`src/rtl/sst_pkg.sv`:
```
// ----------------------------------------------------------------------------
// Siren sweep tone sequencer package
// Command codes, activity codes, register indexes and reset values.
// ----------------------------------------------------------------------------
package sst_pkg;

  // Command codes carried in the op field
  localparam logic [1:0] OP_TICK  = 2'd0;
  localparam logic [1:0] OP_START = 2'd1;
  localparam logic [1:0] OP_STOP  = 2'd2;
  localparam logic [1:0] OP_BEEP  = 2'd3;

  // Activity codes, also used as the internal mode
  localparam logic [1:0] MODE_IDLE  = 2'd0;
  localparam logic [1:0] MODE_SIREN = 2'd1;
  localparam logic [1:0] MODE_BEEP  = 2'd2;

  // Configuration register indexes
  localparam int CFG_IDX_W = 3;
  localparam logic [CFG_IDX_W-1:0] REG_SWEEP_LOW  = 3'd0;
  localparam logic [CFG_IDX_W-1:0] REG_SWEEP_HIGH = 3'd1;
  localparam logic [CFG_IDX_W-1:0] REG_SWEEP_STEP = 3'd2;
  localparam logic [CFG_IDX_W-1:0] REG_STEP_PER   = 3'd3;
  localparam logic [CFG_IDX_W-1:0] REG_MAX_SIREN  = 3'd4;

  localparam int CFG_DATA_W = 16;
  localparam int FREQ_W     = 16;
  localparam int STEP_W     = 10;
  localparam int PERIOD_W   = 8;
  localparam int MAXS_W     = 10;
  localparam int ELAPSED_W  = 20;
  localparam int DUR_W      = 16;

  localparam logic [ELAPSED_W-1:0] MS_PER_S = 20'd1000;

  // Reset values of the registers
  localparam logic [FREQ_W-1:0]    RST_SWEEP_LOW  = 16'd400;
  localparam logic [FREQ_W-1:0]    RST_SWEEP_HIGH = 16'd1200;
  localparam logic [STEP_W-1:0]    RST_SWEEP_STEP = 10'd20;
  localparam logic [PERIOD_W-1:0]  RST_STEP_PER   = 8'd40;
  localparam logic [ELAPSED_W-1:0] RST_LIMIT_MS   = 20'd120000;

endpackage

```
`src/rtl/sst_in_if.sv`:
```
// ----------------------------------------------------------------------------
// Siren sweep tone sequencer command channel
// Valid/ready channel carrying one tick or command per transaction.
// ----------------------------------------------------------------------------
interface sst_in_if;
  logic        valid;
  logic        ready;
  logic [1:0]  op;
  logic [15:0] tone_hz;
  logic [15:0] beep_ms;

  modport source (output valid, output op, output tone_hz, output beep_ms, input ready);
  modport sink   (input valid, input op, input tone_hz, input beep_ms, output ready);
endinterface

```
`src/rtl/sst_out_if.sv`:
```
// ----------------------------------------------------------------------------
// Siren sweep tone sequencer result channel
// Valid/ready channel carrying the buzzer state after each command.
// ----------------------------------------------------------------------------
interface sst_out_if;
  logic        valid;
  logic        ready;
  logic        buzzer_on;
  logic [15:0] tone_freq;
  logic [1:0]  activity;
  logic        auto_stopped;

  modport source (output valid, output buzzer_on, output tone_freq, output activity,
                  output auto_stopped, input ready);
  modport sink   (input valid, input buzzer_on, input tone_freq, input activity,
                  input auto_stopped, output ready);
endinterface

```
`src/rtl/siren_sweep_tone_sequencer.sv`:
```
// ----------------------------------------------------------------------------
// Siren sweep tone sequencer
// Buzzer siren and beep sequencer advanced by one-millisecond tick commands.
// ----------------------------------------------------------------------------
// Usage:
//   The cmd channel takes one transaction per item: a 1 ms tick, alarm start,
//   alarm stop or beep (with tone_hz and beep_ms). Every accepted item gives
//   exactly one transaction on the result channel, showing the buzzer state
//   after that item.
//   The result is in the output register on the cycle after acceptance.
//   Throughput is one item per cycle while the receiver takes each result;
//   the state update is a single pass of adders and comparators from the
//   sequencer state registers into the state and output registers.
//   cmd.ready is high while the output register is empty or being drained,
//   so a stalled receiver holds its result and the next item waits on it.
//   Reset (rst, synchronous) leaves the block idle with the buzzer off and
//   the registers at their defaults. The user must write the registers through
//   cfg_we/cfg_index/cfg_wdata only while idle; the block does not enforce it.
//   The siren time limit is converted to milliseconds when it is written.
// ----------------------------------------------------------------------------
module siren_sweep_tone_sequencer (
  input  logic                               clk,
  input  logic                               rst,
  input  logic                               cfg_we,
  input  logic [sst_pkg::CFG_IDX_W-1:0]      cfg_index,
  input  logic [sst_pkg::CFG_DATA_W-1:0]     cfg_wdata,
  sst_in_if.sink                             cmd,
  sst_out_if.source                          result
);

  // Configuration
  logic [sst_pkg::FREQ_W-1:0]    sweep_low_hz;
  logic [sst_pkg::FREQ_W-1:0]    sweep_high_hz;
  logic [sst_pkg::STEP_W-1:0]    sweep_step_hz;
  logic [sst_pkg::PERIOD_W-1:0]  step_period_ms;
  logic [sst_pkg::ELAPSED_W-1:0] limit_ms;

  // Sequencer state
  logic [1:0]                    mode, mode_next;
  logic [sst_pkg::FREQ_W-1:0]    sweep_freq, sweep_freq_next;
  logic                          sweeping_down, sweeping_down_next;
  logic [sst_pkg::PERIOD_W-1:0]  step_timer, step_timer_next;
  logic [sst_pkg::ELAPSED_W-1:0] siren_elapsed_ms, siren_elapsed_ms_next;
  logic [sst_pkg::DUR_W-1:0]     beep_remaining, beep_remaining_next;
  logic                          stop_pending, stop_pending_next;
  logic                          auto_stop;

  logic                          accept;
  logic [sst_pkg::PERIOD_W-1:0]  timer_inc;
  logic [sst_pkg::ELAPSED_W-1:0] elapsed_inc;
  logic [sst_pkg::FREQ_W:0]      sum_up;
  logic [sst_pkg::FREQ_W:0]      low_plus_step;
  logic [sst_pkg::DUR_W-1:0]     remain_dec;
  logic                          over_limit;

  assign accept     = cmd.valid && cmd.ready;
  assign cmd.ready  = !result.valid || result.ready;

  always_ff @(posedge clk) begin
    if (rst) begin
      sweep_low_hz   <= sst_pkg::RST_SWEEP_LOW;
      sweep_high_hz  <= sst_pkg::RST_SWEEP_HIGH;
      sweep_step_hz  <= sst_pkg::RST_SWEEP_STEP;
      step_period_ms <= sst_pkg::RST_STEP_PER;
      limit_ms       <= sst_pkg::RST_LIMIT_MS;
    end else if (cfg_we) begin
      unique case (cfg_index)
        sst_pkg::REG_SWEEP_LOW:  sweep_low_hz   <= cfg_wdata;
        sst_pkg::REG_SWEEP_HIGH: sweep_high_hz  <= cfg_wdata;
        sst_pkg::REG_SWEEP_STEP: sweep_step_hz  <= cfg_wdata[sst_pkg::STEP_W-1:0];
        sst_pkg::REG_STEP_PER:   step_period_ms <= cfg_wdata[sst_pkg::PERIOD_W-1:0];
        sst_pkg::REG_MAX_SIREN:  limit_ms <= sst_pkg::ELAPSED_W'(cfg_wdata[sst_pkg::MAXS_W-1:0])
                                             * sst_pkg::MS_PER_S;
        default: ;
      endcase
    end
  end

  always_comb begin
    timer_inc     = step_timer + 8'd1;
    elapsed_inc   = (siren_elapsed_ms != '1) ? siren_elapsed_ms + 20'd1 : siren_elapsed_ms;
    sum_up        = {1'b0, sweep_freq} + 17'(sweep_step_hz);
    low_plus_step = {1'b0, sweep_low_hz} + 17'(sweep_step_hz);
    remain_dec    = (beep_remaining != '0) ? beep_remaining - 16'd1 : beep_remaining;
    over_limit    = elapsed_inc > limit_ms;

    mode_next             = mode;
    sweep_freq_next       = sweep_freq;
    sweeping_down_next    = sweeping_down;
    step_timer_next       = step_timer;
    siren_elapsed_ms_next = siren_elapsed_ms;
    beep_remaining_next   = beep_remaining;
    stop_pending_next     = stop_pending;
    auto_stop             = 1'b0;

    unique case (cmd.op)
      sst_pkg::OP_TICK: begin
        if (mode == sst_pkg::MODE_SIREN) begin
          siren_elapsed_ms_next = elapsed_inc;
          step_timer_next       = timer_inc;
          if (timer_inc >= step_period_ms) begin
            step_timer_next = '0;
            if (!sweeping_down) begin
              if (stop_pending || over_limit) begin
                mode_next         = sst_pkg::MODE_IDLE;
                sweep_freq_next   = '0;
                stop_pending_next = 1'b0;
                auto_stop         = over_limit;
              end else if (sum_up < {1'b0, sweep_high_hz}) begin
                sweep_freq_next = sum_up[sst_pkg::FREQ_W-1:0];
              end else if (sweep_high_hz > sweep_low_hz) begin
                sweeping_down_next = 1'b1;
                sweep_freq_next    = sweep_high_hz;
              end else begin
                sweep_freq_next = sweep_low_hz;
              end
            end else if ({1'b0, sweep_freq} > low_plus_step) begin
              sweep_freq_next = sweep_freq - 16'(sweep_step_hz);
            end else begin
              // Bottom of the downward sweep: start the next upward pass.
              sweeping_down_next = 1'b0;
              sweep_freq_next    = sweep_low_hz;
            end
          end
        end else if (mode == sst_pkg::MODE_BEEP) begin
          beep_remaining_next = remain_dec;
          if (remain_dec == '0) begin
            mode_next       = sst_pkg::MODE_IDLE;
            sweep_freq_next = '0;
          end
        end
      end
      sst_pkg::OP_START: begin
        if (mode == sst_pkg::MODE_IDLE) begin
          mode_next             = sst_pkg::MODE_SIREN;
          sweep_freq_next       = sweep_low_hz;
          sweeping_down_next    = 1'b0;
          step_timer_next       = '0;
          siren_elapsed_ms_next = '0;
          stop_pending_next     = 1'b0;
        end
      end
      sst_pkg::OP_STOP: begin
        if (mode == sst_pkg::MODE_SIREN) stop_pending_next = 1'b1;
      end
      sst_pkg::OP_BEEP: begin
        if (mode == sst_pkg::MODE_IDLE && cmd.beep_ms != '0) begin
          mode_next           = sst_pkg::MODE_BEEP;
          sweep_freq_next     = cmd.tone_hz;
          beep_remaining_next = cmd.beep_ms;
        end
      end
      default: ;
    endcase
  end

  always_ff @(posedge clk) begin
    if (rst) begin
      mode             <= sst_pkg::MODE_IDLE;
      sweep_freq       <= '0;
      sweeping_down    <= 1'b0;
      step_timer       <= '0;
      siren_elapsed_ms <= '0;
      beep_remaining   <= '0;
      stop_pending     <= 1'b0;
    end else if (accept) begin
      mode             <= mode_next;
      sweep_freq       <= sweep_freq_next;
      sweeping_down    <= sweeping_down_next;
      step_timer       <= step_timer_next;
      siren_elapsed_ms <= siren_elapsed_ms_next;
      beep_remaining   <= beep_remaining_next;
      stop_pending     <= stop_pending_next;
    end
  end

  // Output register: loaded with the state left by each accepted transaction.
  always_ff @(posedge clk) begin
    if (rst) begin
      result.valid <= 1'b0;
    end else if (accept) begin
      result.valid <= 1'b1;
    end else if (result.ready) begin
      result.valid <= 1'b0;
    end
  end

  always_ff @(posedge clk) begin
    if (accept) begin
      result.buzzer_on    <= (mode_next == sst_pkg::MODE_SIREN) ||
                             (mode_next == sst_pkg::MODE_BEEP && sweep_freq_next != '0);
      result.tone_freq    <= ((mode_next == sst_pkg::MODE_SIREN) ||
                              (mode_next == sst_pkg::MODE_BEEP)) ? sweep_freq_next : '0;
      result.activity     <= mode_next;
      result.auto_stopped <= auto_stop;
    end
  end

  // A time-limit stop always leaves the block idle.
  a_auto_stop_idle: assert property (@(posedge clk) disable iff (rst)
    result.valid && result.auto_stopped |-> result.activity == sst_pkg::MODE_IDLE)
    else $error("auto stop reported while not idle");

  // A silent buzzer reports no frequency.
  a_off_no_freq: assert property (@(posedge clk) disable iff (rst)
    result.valid && !result.buzzer_on |-> result.tone_freq == '0)
    else $error("frequency shown while buzzer off");

  // A beep in progress always has time left to run.
  a_beep_time_left: assert property (@(posedge clk) disable iff (rst)
    mode == sst_pkg::MODE_BEEP |-> beep_remaining != '0)
    else $error("beep mode with no time remaining");

  // Leaving the siren clears any pending stop.
  a_stop_cleared: assert property (@(posedge clk) disable iff (rst)
    $past(mode) == sst_pkg::MODE_SIREN && mode == sst_pkg::MODE_IDLE |-> !stop_pending)
    else $error("stop still pending after siren ended");

endmodule
```
`src/flat_wrapper.sv`:
```
// flat-port wrapper written by rule: the top's interface ports become plain ports
module siren_sweep_tone_sequencer_flat 
  (clk, rst, cfg_we, cfg_index, cfg_wdata, cmd_valid, cmd_op, cmd_tone_hz, cmd_beep_ms, cmd_ready, result_valid, result_buzzer_on, result_tone_freq, result_activity, result_auto_stopped, result_ready);
  sst_in_if cmd_i ();
  sst_out_if result_i ();
  input  logic clk;
  input  logic rst;
  input  logic cfg_we;
  input  logic [sst_pkg::CFG_IDX_W-1:0] cfg_index;
  input  logic [sst_pkg::CFG_DATA_W-1:0] cfg_wdata;
  input wire logic [$bits(cmd_i.valid)-1:0] cmd_valid;
  input wire logic [$bits(cmd_i.op)-1:0] cmd_op;
  input wire logic [$bits(cmd_i.tone_hz)-1:0] cmd_tone_hz;
  input wire logic [$bits(cmd_i.beep_ms)-1:0] cmd_beep_ms;
  output wire logic [$bits(cmd_i.ready)-1:0] cmd_ready;
  output wire logic [$bits(result_i.valid)-1:0] result_valid;
  output wire logic [$bits(result_i.buzzer_on)-1:0] result_buzzer_on;
  output wire logic [$bits(result_i.tone_freq)-1:0] result_tone_freq;
  output wire logic [$bits(result_i.activity)-1:0] result_activity;
  output wire logic [$bits(result_i.auto_stopped)-1:0] result_auto_stopped;
  input wire logic [$bits(result_i.ready)-1:0] result_ready;
  assign cmd_i.valid = cmd_valid;
  assign cmd_i.op = cmd_op;
  assign cmd_i.tone_hz = cmd_tone_hz;
  assign cmd_i.beep_ms = cmd_beep_ms;
  assign cmd_ready = cmd_i.ready;
  assign result_valid = result_i.valid;
  assign result_buzzer_on = result_i.buzzer_on;
  assign result_tone_freq = result_i.tone_freq;
  assign result_activity = result_i.activity;
  assign result_auto_stopped = result_i.auto_stopped;
  assign result_i.ready = result_ready;
  siren_sweep_tone_sequencer u_core (.clk(clk), .rst(rst), .cfg_we(cfg_we), .cfg_index(cfg_index), .cfg_wdata(cfg_wdata), .cmd(cmd_i), .result(result_i));
endmodule
```
`config.mk`:
```
export PLATFORM = sky130hd
export DESIGN_NAME = siren_sweep_tone_sequencer_flat
export DESIGN_NICKNAME = d
export VERILOG_FILES = /design/src/rtl/sst_pkg.sv /design/src/rtl/sst_in_if.sv /design/src/rtl/sst_out_if.sv /design/src/rtl/siren_sweep_tone_sequencer.sv /design/src/flat_wrapper.sv
export SDC_FILE = /design/constraint.sdc
export NUM_CORES = 1
export LEC_CHECK = 0
export ABC_AREA = 1
export BUFFER_PORTS_ARGS = -buffer_cell sky130_fd_sc_hd__buf_2
export CORE_MARGIN = 4
export CORE_UTILIZATION = 30
export CTS_BUF_LIST = sky130_fd_sc_hd__clkbuf_4
export DETAILED_ROUTE_END_ITERATION = 8
export SYNTH_ARGS = -nofsm -noshare
export SYNTH_HDL_FRONTEND = slang
export SYNTH_SLANG_ARGS = --single-unit
```
`constraint.sdc`:
```
create_clock -name clk -period 4.8 [get_ports clk]
set_input_delay 0.72 -clock clk [delete_from_list [all_inputs] [get_ports clk]]
set_output_delay 0.72 -clock clk [all_outputs]
set_load 0.03 [all_outputs]
```
==> flow_summary.ini, run 1 <==
[run_status]
status = finished clean

[synth]
synthesis.area_um2 = 13100
ys.flop_type = dfxtp_1
syn_nets = 2144
ys_async_sr_fraction = 0
ys.warnings.count = 0
synth-seq-cells = 152
synth_cell_types = 53
synthTopCellsByCount = nand2_1, inv_1, a21oi_1, ha_1
yosys-top-cells-area = dfxtp_1, ha_1, nand2_1
avgSynthCellArea_um2 = 6.87
synthCells = 1905
yosys.area.top_type = dfxtp_1
yosysTopAreaCellShare = 0.202
synth_edf_count = 20
yosys.cell_count.top_type = nand2_1
synth_seq_area_share = 0.248

[pwr]
p_sw_uw = 1850
ir_drop_mv = 0.155
p_comb_frac = 0.471
p_int_uw = 2520
p_leak_uw = 0.00768
p_clk_frac = 0.207
p_sw_frac = 0.424
seqPwrFrac = 0.322
p_per_area_nw_per_um2 = 283

[detailed_routing]
num_vias = 13100
ant_nets = 0
via_per_inst = 4.95
drt_iter0_markers = 969
wire_per_inst_um = 15.7
drc = 0
firstDrtPassIters = 7
wirelength_mm = 41.6

[clocking]
cts_tree = done
cts_hold_buffers = 0
clk_latency_ns = 0.64
cts_max_level = 4
cts_root_buf = clkbuf_4
clk_path_buf_depth = 2
clock_sinks = 152
clkTransAtPathRegs_ns = 0.16
cts_buffers = 17

[timing]
finalClockSkew_ns = 0.0478
fin_crit_ns = 4.57
rsz0062_at_grt = true
setup_ws_ns = 0.230
slew_violations = 0
fin_crit_sh = 0.952
worst_slew_pin_slew_ns = 0.944
fmax_ghz = 0.219
timing_hold_violations_final = 0
relSlewSlack = 0.365
setup_viol = 0

[worst_setup_path]
regToRegStartpoint = u_core.sweep_step_hz[5]$_SDFFE_PP0P_
start_kind = flip-flop
endpoint_kind = flip-flop
critical_path_peak_fanout = 8
worst_path_largest_cell_delay_ns = 0.42
critPathMostFrequentCell = nand2_1
critPathLaunch = u_core.sweep_step_hz[5]$_SDFFE_PP0P_
cp.arrival_ns = 4.96
path_class = flip-flop to flip-flop
critPathRequiredTime_ns = 5.19
crit_path_top_delay_cell = dfxtp_1

[die]
placeableCoreArea_um2 = 43100
dieArea_um2 = 47000
start_util = 0.304
ios = 80
die_w_um = 217
die_y_um = 217
rows = 76

[final_layout]
drive_above_1_share = 0.151
fin_cells = 2648
fill_cells = 4589
nets = 2289
multiInputGateArea_um2 = 8790
fin_area_um2 = 15400
regArea_um2 = 3260
syn_to_final_growth_pct = 17.9

[global_route]
grt.overflow.total = 0
grt_first_pass_wirelength_mm = 66.7
grtUsageTotal = 0.175
antenna_found_initial = 1
grt_pass1_vias = 12800
grt_max_degree = 69

[placed_design]
pre_cts_ws_ns = -0.222
hpwl_mm = 33.2
gp_congestion = 0.929
dpl-instance-area_um2 = 14700
dp.cells = 2609
numPortBuffers = 79

[flow_run]
drv_cap = 0

[min_path]
min-delay-start = cfg_wdata[10]
min_path_type = primary input to flip-flop
## cell families (layout without fill, tap and decap cells)
logic type | after synthesis | count (layout) | synth area share
other | 0 | 1 | 0
xor gates and xnor gates | 71 | 71 | 0.0475
AOI/OAI and AO/OA | 420 | 420 | 0.178
buffers and inverters | 350 | 507 | 0.102
DFF | 152 | 152 | 0.248
and+or+nand+nor | 731 | 731 | 0.233
adders and majority gates | 181 | 181 | 0.192
## per-stage QoR
stage | total power [uW] | util | hold slack (ns) | setup TNS [ns]
3_5_place_dp | 3400 | 0.342 | 0.468 | -0.290
2_1_floorplan | 2740 | - | 0.435 | 0
6_report | 4370 | 0.358 | 0.365 | 0
3_3_place_gp | 3370 | 0.342 | 0.469 | -0.221
4_1_cts | 4330 | 0.349 | 0.334 | 0
5_1_grt | 4750 | 0.358 | 0.352 | -0.0595
## sequential cells by signal, indices dropped and copies added, names as in the netlist, 10 cells and up
register and cells:
u_core.sweep_low_hz 16, u_core.siren_elapsed_ms 20, u_core.result.tone_freq 16, u_core.beep_remaining 16, u_core.limit_ms 17, u_core.sweep_step_hz 10, u_core.sweep_high_hz 16, u_core.sweep_freq 16
## critical path, delay by kind of cell (launching register included)
family	cells	cell delay [ns]
buffers and inverters	4	0.46
and+or+nand+nor	22	2.00
DFF	1	0.42
AOI/OAI and AO/OA	3	0.53
xor gates and xnor gates	1	0.20
adders and majority gates	2	0.72
## path summary, 6_finish.rpt
| kind | cells after the start | to | slack, ns |
|---|---|---|---|
| setup / recovery | 32 | u_core.result.buzzer_on$_DFFE_PP_ | 0.23 |
| hold / removal | 3 | u_core.sweep_high_hz[10]$_SDFFE_PP1P_ | 0.36 |
| setup reg to reg | 32 | u_core.result.buzzer_on$_DFFE_PP_ | 0.23 |
| hold reg to reg | 2 | u_core.siren_elapsed_ms[3]$_SDFFE_PP0P_ | 0.50 |
## final cells by class
class / instances / share of cell area
multi-input cells: 1403 / 0.570
repair inverters: 1 / 0.000486
diodes: 1 / 0.000162
clock buffers: 17 / 0.00827
well taps: 585 / 0.0474
flip-flops and latches: 152 / 0.211
repair buffers: 187 / 0.0807
clock inverters: 14 / 0.0118
inverters: 288 / 0.0703
## what timing repair did
action | in CTS | in global routing
cloned | 0 | 2
buffers inserted | 0 | 5
setup endpoints to repair | 1 | 33
gates resized for setup | 2 | 87
pin swaps | 1 | 32
## cell usage in the layout (no fill, tap or decap), types with 20 or more instances in the layout
cell | Yosys | final
nand2_1 | 427 | 418
nand3_1 | 108 | 94
xor2_1 | 58 | 57
buf_4 | 0 | 103
dfxtp_1 | 132 | 122
edfxtp_1 | 20 | 20
nor2_1 | 132 | 125
o211ai_1 | 23 | 23
a21oi_1 | 201 | 193
fa_1 | 33 | 32
ha_1 | 148 | 143
buf_2 | 7 | 79
inv_1 | 282 | 277
o21ai_0 | 130 | 125
## layer usage
metal	GRT usage	wire, um	vias to the layer above
met5	0	0	-
met4	0.0424	621	0
met3	0.0254	2260	47
met2	0.305	20300	356
met1	0.230	18400	6150
li1	-	-	6564
## power groups by stage
stage          clock network [uW]  registers (uW)  logic (uW)
2_1_floorplan                   0            1450        1290
6_report                      906            1410        2060
4_1_cts                       940            1410        1980
3_3_place_gp                    0            1430        1940
3_5_place_dp                    0            1430        1970
5_1_grt                       992            1410        2340
No activity file was read; power rests on OpenSTA's default activity.
==> run 2, diff against run 1 <==
CTS_BUF_LIST = not set   (was sky130_fd_sc_hd__clkbuf_4)
==> flow_summary.ini, run 2 (synthesis results as in run 1) <==
[worst_setup_path]
reg2reg_slack_ns = 0.26
cp_top_family = simple AND/OR/NAND/NOR gates
critical_path_peak_fanout = 8
crit_path_top_delay_cell = dfxtp_2
critPathRequiredTime_ns = 5.01
worst_path_largest_cell_delay_ns = 0.37
start_kind = flip-flop
path_class = flip-flop to flip-flop
cp_num_buf_inv = 3
r2r_cells = 31
cp.arrival_ns = 4.75
critPathMostFrequentCell = nand2_1
path_depth = 31
endpoint_kind = flip-flop

[final_layout]
num_antenna_cells = 0
utilization = 0.362
syn_to_final_growth_pct = 19.2
top_regs = u_core.siren_elapsed_ms x20, u_core.limit_ms x17
fin_area_um2 = 15600
drive_above_1_share = 0.141
largest_reg_flops = 20
largest_register = u_core.siren_elapsed_ms
layout_common_cells = nand2_1, inv_1, a21oi_1, ha_1
nets = 2284
layout_commonest_cell = nand2_1

[detailed_routing]
drc = 0
ant_nets = 0
drt_iter0_markers = 943
wire_per_inst_um = 15.6
via_per_inst = 4.93
firstDrtPassIters = 5
wirelength_mm = 41.2
num_vias = 13000

[flow_run]
drv_cap = 0

[global_route]
grt_first_pass_wirelength_mm = 66.8
antenna_found_initial = 0
grt_pass1_vias = 12800
grt_max_degree = 69
grt.overflow.total = 0
grtUsageTotal = 0.176

[timing]
fin_crit_sh = 0.945
holdWs_ns = 0.487
setup_viol = 0
slew_violations = 0
finalClockSkew_ns = 0.0205
relSlewSlack = 0.349
worst_slew_pin_slew_ns = 0.968
timing_hold_violations_final = 0
fin_crit_ns = 4.54
setup_ws_ns = 0.262
rsz0062_at_grt = true
fmax_ghz = 0.220

[clocking]
cts_root_buf = clkbuf_16
cts_tree = done
cts_max_level = 4
cts_buffers = 17
clk_path_buf_depth = 2
cts_hold_buffers = 0
clock_sinks = 152
clkTransAtPathRegs_ns = 0.07
clk_latency_ns = 0.46

[die]
rows = 76
die_y_um = 217
start_util = 0.304
die_w_um = 217
ios = 80
dieArea_um2 = 47000
placeableCoreArea_um2 = 43100

[run_status]
status = finished clean

[placed_design]
dpl-instance-area_um2 = 14700
pre_cts_ws_ns = -0.222
gp_congestion = 0.929
numPortBuffers = 79
hpwl_mm = 33.2

[min_path]
hold_depth = 2
min_path_type = flip-flop to flip-flop

[pwr]
p_leak_uw = 0.00773
ir_drop_mv = 0.231
p_per_area_nw_per_um2 = 313
-- run 2: cell types whose count changed in the layout (fill, tap and decap cells not counted), moves of 3 or more --
cell,delta
buf_4,-3
clkbuf_16,+16
clkbuf_4,-17
dfxtp_1,+4
dfxtp_2,-4
nand2_1,+3
nand2_2,-3
nand3_1,+10
nand3_2,-10
-- run 2: final timing paths --
path | from | endpoint
max | u_core.sweep_freq[0]$_SDFFE_PP0P_ | u_core.result.buzzer_on$_DFFE_PP_
max reg2reg | u_core.sweep_freq[0]$_SDFFE_PP0P_ | u_core.result.buzzer_on$_DFFE_PP_
min reg2reg | u_core.siren_elapsed_ms[4]$_SDFFE_PP0P_ | u_core.siren_elapsed_ms[4]$_SDFFE_PP0P_
min | u_core.siren_elapsed_ms[4]$_SDFFE_PP0P_ | u_core.siren_elapsed_ms[4]$_SDFFE_PP0P_
-- run 2: layout make-up --
class | instances | area (um2)
multi-input combinational | 1403 | 8730
tap | 585 | 732
sequential | 152 | 3260
timing repair buffer | 183 | 1190
clock inverter | 14 | 183
fill | 4568 | 27500
clock buffer | 17 | 425
inverter | 288 | 1080
-- run 2: report_power, final --
part	total, uW	internal [uW]	switching (uW)	leakage, uW
logic	2050	828	1220	0.00615
clock network	1420	788	636	0.000299
registers	1410	1350	51.0	0.00128
-- run 2: worst reg2reg max path: cells and delay by family, from the launching register on --
family                   cells  cell delay [ns]
XOR/XNOR                     1             0.19
adder cells (fa/ha/maj)      3             0.85
buffers and inverters        3             0.33
flip-flops                   1             0.37
AND/OR/NAND/NOR             21             1.91
AO/OA/AOI/OAI                3             0.64
-- run 2: metrics by stage --
stage,total power [uW],setup TNS (ns),cells
final,4880,0,2642
after global routing,5270,-0.0411,2642
after CTS,4850,0,2640
after detailed placement,3400,-0.290,2609
after global placement,3370,-0.221,2609
after floorplan,2740,0,1905
-- run 2: what timing repair did --
item                                   in CTS  in global routing
setup endpoints to repair                   1                 34
setup buffers                               0                  2
pin swaps                                   1                 14
endpoints found under the hold margin       0                  0
resized for setup                           1                 67
-- run 2: routing by layer --
layer / vias up / share of wire / track usage / wire, um
met5: - / 0 / 0 / 0
met4: 0 / 0.017 / 0.0432 / 699
met3: 55 / 0.054 / 0.0268 / 2210
met2: 368 / 0.49 / 0.305 / 20000
met1: 6063 / 0.44 / 0.230 / 18300
li1: 6552 / - / - / -
